$ cat config.mk
export PLATFORM = sky130hd
export DESIGN_NAME = stffi_cell
export DESIGN_NICKNAME = d
export VERILOG_FILES = /design/src/rtl/stffi_pkg.sv /design/src/rtl/stffi_cell.sv
export SDC_FILE = /design/constraint.sdc
export NUM_CORES = 1
export LEC_CHECK = 0
export BUFFER_PORTS_ARGS = -buffer_cell sky130_fd_sc_hd__buf_2
export CAP_MARGIN = 10
export CORE_UTILIZATION = 29
export CTS_BUF_LIST = sky130_fd_sc_hd__clkbuf_4 sky130_fd_sc_hd__clkbuf_8 sky130_fd_sc_hd__clkbuf_16
export CTS_CLUSTER_DIAMETER = 200
export CTS_CLUSTER_SIZE = 28
export DETAILED_ROUTE_END_ITERATION = 10
export SETUP_SLACK_MARGIN = 0.15
export SYNTH_ARGS = -nofsm -noshare
export SYNTH_HDL_FRONTEND = slang
export SYNTH_SLANG_ARGS = --single-unit
export TNS_END_PERCENT = 1
$ cat constraint.sdc
create_clock -name aclk -period 2.55 [get_ports aclk]
set_input_delay 0.255 -clock aclk [delete_from_list [all_inputs] [get_ports aclk]]
set_output_delay 0.255 -clock aclk [all_outputs]
set_load 0.05 [all_outputs]
$ cat src/rtl/stffi_pkg.sv
`timescale 1ns / 1ps
// ----------------------------------------------------------------------------
// stffi_pkg - slot table shared definitions
// Codes, field widths, defaults and the cell token type.
// ----------------------------------------------------------------------------
package stffi_pkg;

    localparam int DEF_SLOTS       = 128;
    localparam int DEF_VALUE_WIDTH = 32;

    localparam int MODE_W      = 2;
    localparam int VALUE_IN_W  = 32;
    localparam int INDEX_IN_W  = 8;
    localparam int STATUS_W    = 3;
    localparam int SLOT_OUT_W  = 7;
    localparam int COUNT_OUT_W = 8;

    // request modes
    localparam logic [MODE_W-1:0] MODE_INSERT = 2'd0;
    localparam logic [MODE_W-1:0] MODE_RM_IDX = 2'd1;
    localparam logic [MODE_W-1:0] MODE_RM_VAL = 2'd2;

    typedef enum logic [STATUS_W-1:0] {
        ST_OK       = 3'd0,
        ST_FULL     = 3'd1,
        ST_EMPTY    = 3'd2,
        ST_BADIDX   = 3'd3,
        ST_NOTFOUND = 3'd4
    } status_t;

    // operation broadcast to the cells for the request in flight
    typedef enum logic [1:0] {
        OP_NOP = 2'd0,
        OP_INS = 2'd1,
        OP_RMI = 2'd2,
        OP_RMV = 2'd3
    } op_t;

    // control part of the token walking the cell row
    typedef struct packed {
        logic valid;  // token present at this position
        logic done;   // operation already applied upstream
        logic dec;    // a valid slot was cleared
        logic any;    // an occupied slot seen so far
    } tok_ctl_t;

endpackage

$ cat src/rtl/stffi_cell.sv
`timescale 1ns / 1ps
// ----------------------------------------------------------------------------
// stffi_cell - one slot of the table
// Holds a valid bit and a value, applies the request when the token passes,
// and folds its occupancy into the running summary handed to the next cell.
// ----------------------------------------------------------------------------
module stffi_cell #(
    parameter int IDX_W       = 7,
    parameter int VALUE_WIDTH = stffi_pkg::DEF_VALUE_WIDTH,
    parameter int CELL_ID     = 0
) (
    input  logic                    aclk,
    input  logic                    aresetn,
    input  stffi_pkg::op_t          op,
    input  logic [VALUE_WIDTH-1:0]  value,
    input  logic [IDX_W-1:0]        index,
    input  stffi_pkg::tok_ctl_t     tok_ctl_in,
    input  logic [IDX_W-1:0]        touched_in,
    input  logic [IDX_W-1:0]        lo_in,
    input  logic [IDX_W-1:0]        hi_in,
    output stffi_pkg::tok_ctl_t     tok_ctl_out,
    output logic [IDX_W-1:0]        touched_out,
    output logic [IDX_W-1:0]        lo_out,
    output logic [IDX_W-1:0]        hi_out
);

    localparam logic [IDX_W-1:0] MY_ID = IDX_W'(CELL_ID);

    logic                   valid_reg;
    logic                   valid_next;
    logic [VALUE_WIDTH-1:0] value_reg;
    stffi_pkg::tok_ctl_t    tok_ctl_reg;
    stffi_pkg::tok_ctl_t    tok_ctl_next;
    logic [IDX_W-1:0]       touched_reg;
    logic [IDX_W-1:0]       touched_next;
    logic [IDX_W-1:0]       lo_reg;
    logic [IDX_W-1:0]       lo_next;
    logic [IDX_W-1:0]       hi_reg;
    logic [IDX_W-1:0]       hi_next;

    logic act_ins;
    logic act_rmi;
    logic act_rmv;
    logic act;

    always_comb begin
        act_ins = tok_ctl_in.valid && (op == stffi_pkg::OP_INS) && !tok_ctl_in.done
                  && !valid_reg;
        act_rmi = tok_ctl_in.valid && (op == stffi_pkg::OP_RMI) && (index == MY_ID);
        act_rmv = tok_ctl_in.valid && (op == stffi_pkg::OP_RMV) && !tok_ctl_in.done
                  && valid_reg && (value_reg == value);
        act     = act_ins || act_rmi || act_rmv;

        if (act_ins) begin
            valid_next = 1'b1;
        end else if (act_rmi || act_rmv) begin
            valid_next = 1'b0;
        end else begin
            valid_next = valid_reg;
        end

        tok_ctl_next.valid = tok_ctl_in.valid;
        tok_ctl_next.done  = tok_ctl_in.done || act;
        tok_ctl_next.dec   = tok_ctl_in.dec || (act_rmi && valid_reg) || act_rmv;
        tok_ctl_next.any   = tok_ctl_in.any || valid_next;
        touched_next       = act ? MY_ID : touched_in;
        lo_next            = (!tok_ctl_in.any && valid_next) ? MY_ID : lo_in;
        hi_next            = valid_next ? MY_ID : hi_in;
    end

    always_ff @(posedge aclk) begin
        if (!aresetn) begin
            valid_reg   <= 1'b0;
            tok_ctl_reg <= '0;
        end else begin
            valid_reg   <= valid_next;
            tok_ctl_reg <= tok_ctl_next;
        end
    end

    always_ff @(posedge aclk) begin
        if (act_ins) begin
            value_reg <= value;
        end
        touched_reg <= touched_next;
        lo_reg      <= lo_next;
        hi_reg      <= hi_next;
    end

    assign tok_ctl_out = tok_ctl_reg;
    assign touched_out = touched_reg;
    assign lo_out      = lo_reg;
    assign hi_out      = hi_reg;

endmodule

==> impl_metrics.tcl <==
set metrics [dict create \
    cts-buffers-inserted 9 \
    cts_setup_buffers 0 \
    synth-edff-count 32 \
    synthFlopType "edfxtp_1" \
    htree_num_levels 3 \
    status "finished clean" \
    place_area_um2 2730 \
    peakVddDrop_v 0.000395 \
    path_class "reg -> reg" \
    cts_repair_resize_count 0 \
    worst_slew_margin 0.515 \
    post_synth_num_cell_types 23 \
    finalWorstPathRequiredPeriod_ps 1830 \
    worstSkewPairLatency_ps 330 \
    timing_max_transition_violations_final 0 \
    tns_ps 0 \
    power_density_cells_nw_per_um2 687 \
    layout.core_utilization 0.416 \
    top_layer_used "met4" \
    synthDominantAreaCellType "edfxtp_1" \
    gr-total-overflow 0 \
    gp_congestion 0.655 \
    hold_bufs_inserted_after_cts 0 \
    clk_pin_slew_worst_paths_ps 70 \
    largest_register_ffs 32 \
    class_of_the_most_critical_hold_timing_path "in -> reg" \
    post_synth.cell_area_avg_um2 14.0 \
    grt_start_max_net_pins 26 \
    setup_slack_ps 722 \
    core_um2 6940 \
    postSynthNetCount 221 \
    drc 0 \
    initial_drt_markers 34 \
    cp_max_fo 8 \
    overall_routed_net_length_um 4470 \
    yosys_warnings 0 \
    grt.total_usage 0.124 \
    max_freq_ghz 0.547 \
    cts_tree "built" \
    routed_wire_length_per_instance_um 12.5 \
    synth.top_cell.area_share 0.450 \
    cts_root_buf "clkbuf_8" \
    post-route-period-util 0.717 \
    drive_above_1_share 0.421 \
    design.final.nets 324 \
    wire_length_of_the_first_global_routing_pass_um 6820 \
    drt_pre_antenna_iters 6 \
    worst_slew_pin_slew_ps 724 \
    rsz_0062_raised_after_global_routing "no" \
    report.final.hold_viol_count 0 \
    detailedPlace.worstSlack_ps 703 \
    worstSetupEndpointType "flip-flop" \
    finalClockSkew_ps 7.06 \
    wl_met3_um 319 \
    die-width_um 87.8 \
    final_cell_area_um2 2890 \
    std_cell_rows 30 \
    yosys-top-cells-area "edfxtp_1 45%, dfxtp_1 24%, xnor2_1 11%, a31oi_1 2.6%, and3_1 2.6%" \
    vias 1508 \
    fp.dieArea_um2 7710 \
    sequential_to_total_area_share_from_yosys_stat 0.694 \
    ys_seq_elements 58 \
    cts.path.max_buffers 2 \
    via_count_of_the_first_global_routing_pass 1435 \
    clock_sink_count 58 \
    antenna_left 0 \
    antenna_cells_inserted 0 \
    mappedNetlistArea_um2 2140 \
    final-setup-viol-count 0 \
    io_buffers 92 \
    met1Wirelength_um 2020 \
    timing.critical_path.required_ps 2770 \
    chipHeight_um 87.8 \
    hpwl_um 3360 \
    io_pins 93 \
    initial_utilization 0.308 \
    routed_via_density 4.22 \
    synthesis.instances 153 \
    cellLeakagePower_nw 1.21 \
    syn_to_final_growth_pct 35.3 \
    antenna_found_initial 0 \
    timing.critical_path.arrival_ps 2050 \
    maxCapViolCount 0 \
    critical_path_source_type "flip-flop" \
    postSynth.asyncResetShare 0 \
    fillers 676 \
    dr_wl_met2_um 2060 \
]
## cells in the final DEF (no fill, tap or decap), types with 2 or more instances in the layout
| cell | count |
|---|---|
| edfxtp_1 | 32 |
| nand2b_1 | 2 |
| buf_2 | 92 |
| dfxtp_1 | 26 |
| xor2_1 | 4 |
| nor4_1 | 3 |
| nor3b_1 | 7 |
| buf_4 | 3 |
| xnor2_1 | 28 |
| clkinv_1 | 3 |
| inv_1 | 10 |
| clkinv_2 | 2 |
| and2_1 | 2 |
| and3_1 | 9 |
| clkbuf_4 | 2 |
| nand4_1 | 7 |
| a31oi_1 | 9 |
| a21oi_1 | 2 |
| clkbuf_8 | 9 |
## worst max-delay path, cell delays in order (launching register included)
cell	delay, ps
edfxtp_1	390
xnor2_1	160
nand4_1	140
nor4_2	370
a31oi_1	330
o31a_1	320
## kinds of logic after synthesis
group | after synthesis | synth area share
buffers and inverters | 13 | 0.0246
flip-flops | 58 | 0.694
XOR/XNOR | 32 | 0.131
AND/OR/NAND/NOR | 38 | 0.115
AO/OA/AOI/OAI | 12 | 0.0351
## power by group
part | internal [W] | switching (W)
logic | 0.0000918 | 0.000163
clock network | 0.000360 | 0.000337
registers | 0.00102 | 0.00000946
total | 0.00148 | 0.000509
## Yosys cell counts (2+ instances only)
cell       n
inv_1     10
dfxtp_1   26
and2_1     2
nor3_1     2
clkbuf_1   2
xor2_1     4
and3_1     9
nand4_1    7
edfxtp_1  32
nor3b_1    7
nor4_1     3
xnor2_1   28
a31oi_1    9
a21oi_1    2
nand2b_1   2
## per-layer routing
metal	GRT usage	vias to the layer above
met5	0	-
met4	0.0581	0
met3	0.0613	7
met2	0.177	49
met1	0.158	693
li1	-	759
## per-stage QoR
| step | total power (W) | hold slack, ps | instances |
|---|---|---|---|
| 3_3_place_gp | 0.00131 | 459 | 341 |
| 5_1_grt | 0.00208 | 101 | 357 |
| 2_1_floorplan | 0.00121 | 354 | 153 |
| 4_1_cts | 0.00202 | 101 | 357 |
| 6_report | 0.00199 | 121 | 357 |
| 3_5_place_dp | 0.00131 | 460 | 341 |
## final cells by class
class	count	area [um^2]	area share
flip-flops and latches	58	1480	0.513
well taps	96	120	0.0416
inverters	10	37.5	0.0130
repair buffers	95	483	0.167
clock inverters	5	21.3	0.00736
multi-input cells	82	607	0.210
clock buffers	11	139	0.0481
## final timing paths
path	slack [ps]	cells past startpoint	to	from
worst min register to register	580	2	tok_ctl_out[1]	valid_reg
worst max-delay path	720	5	tok_ctl_out[0]	value_reg[13]
worst min-delay path	120	1	value_reg[26]	value[26]
worst max register to register	720	5	tok_ctl_out[0]	value_reg[13]
No activity file was read; power rests on OpenSTA's default activity.
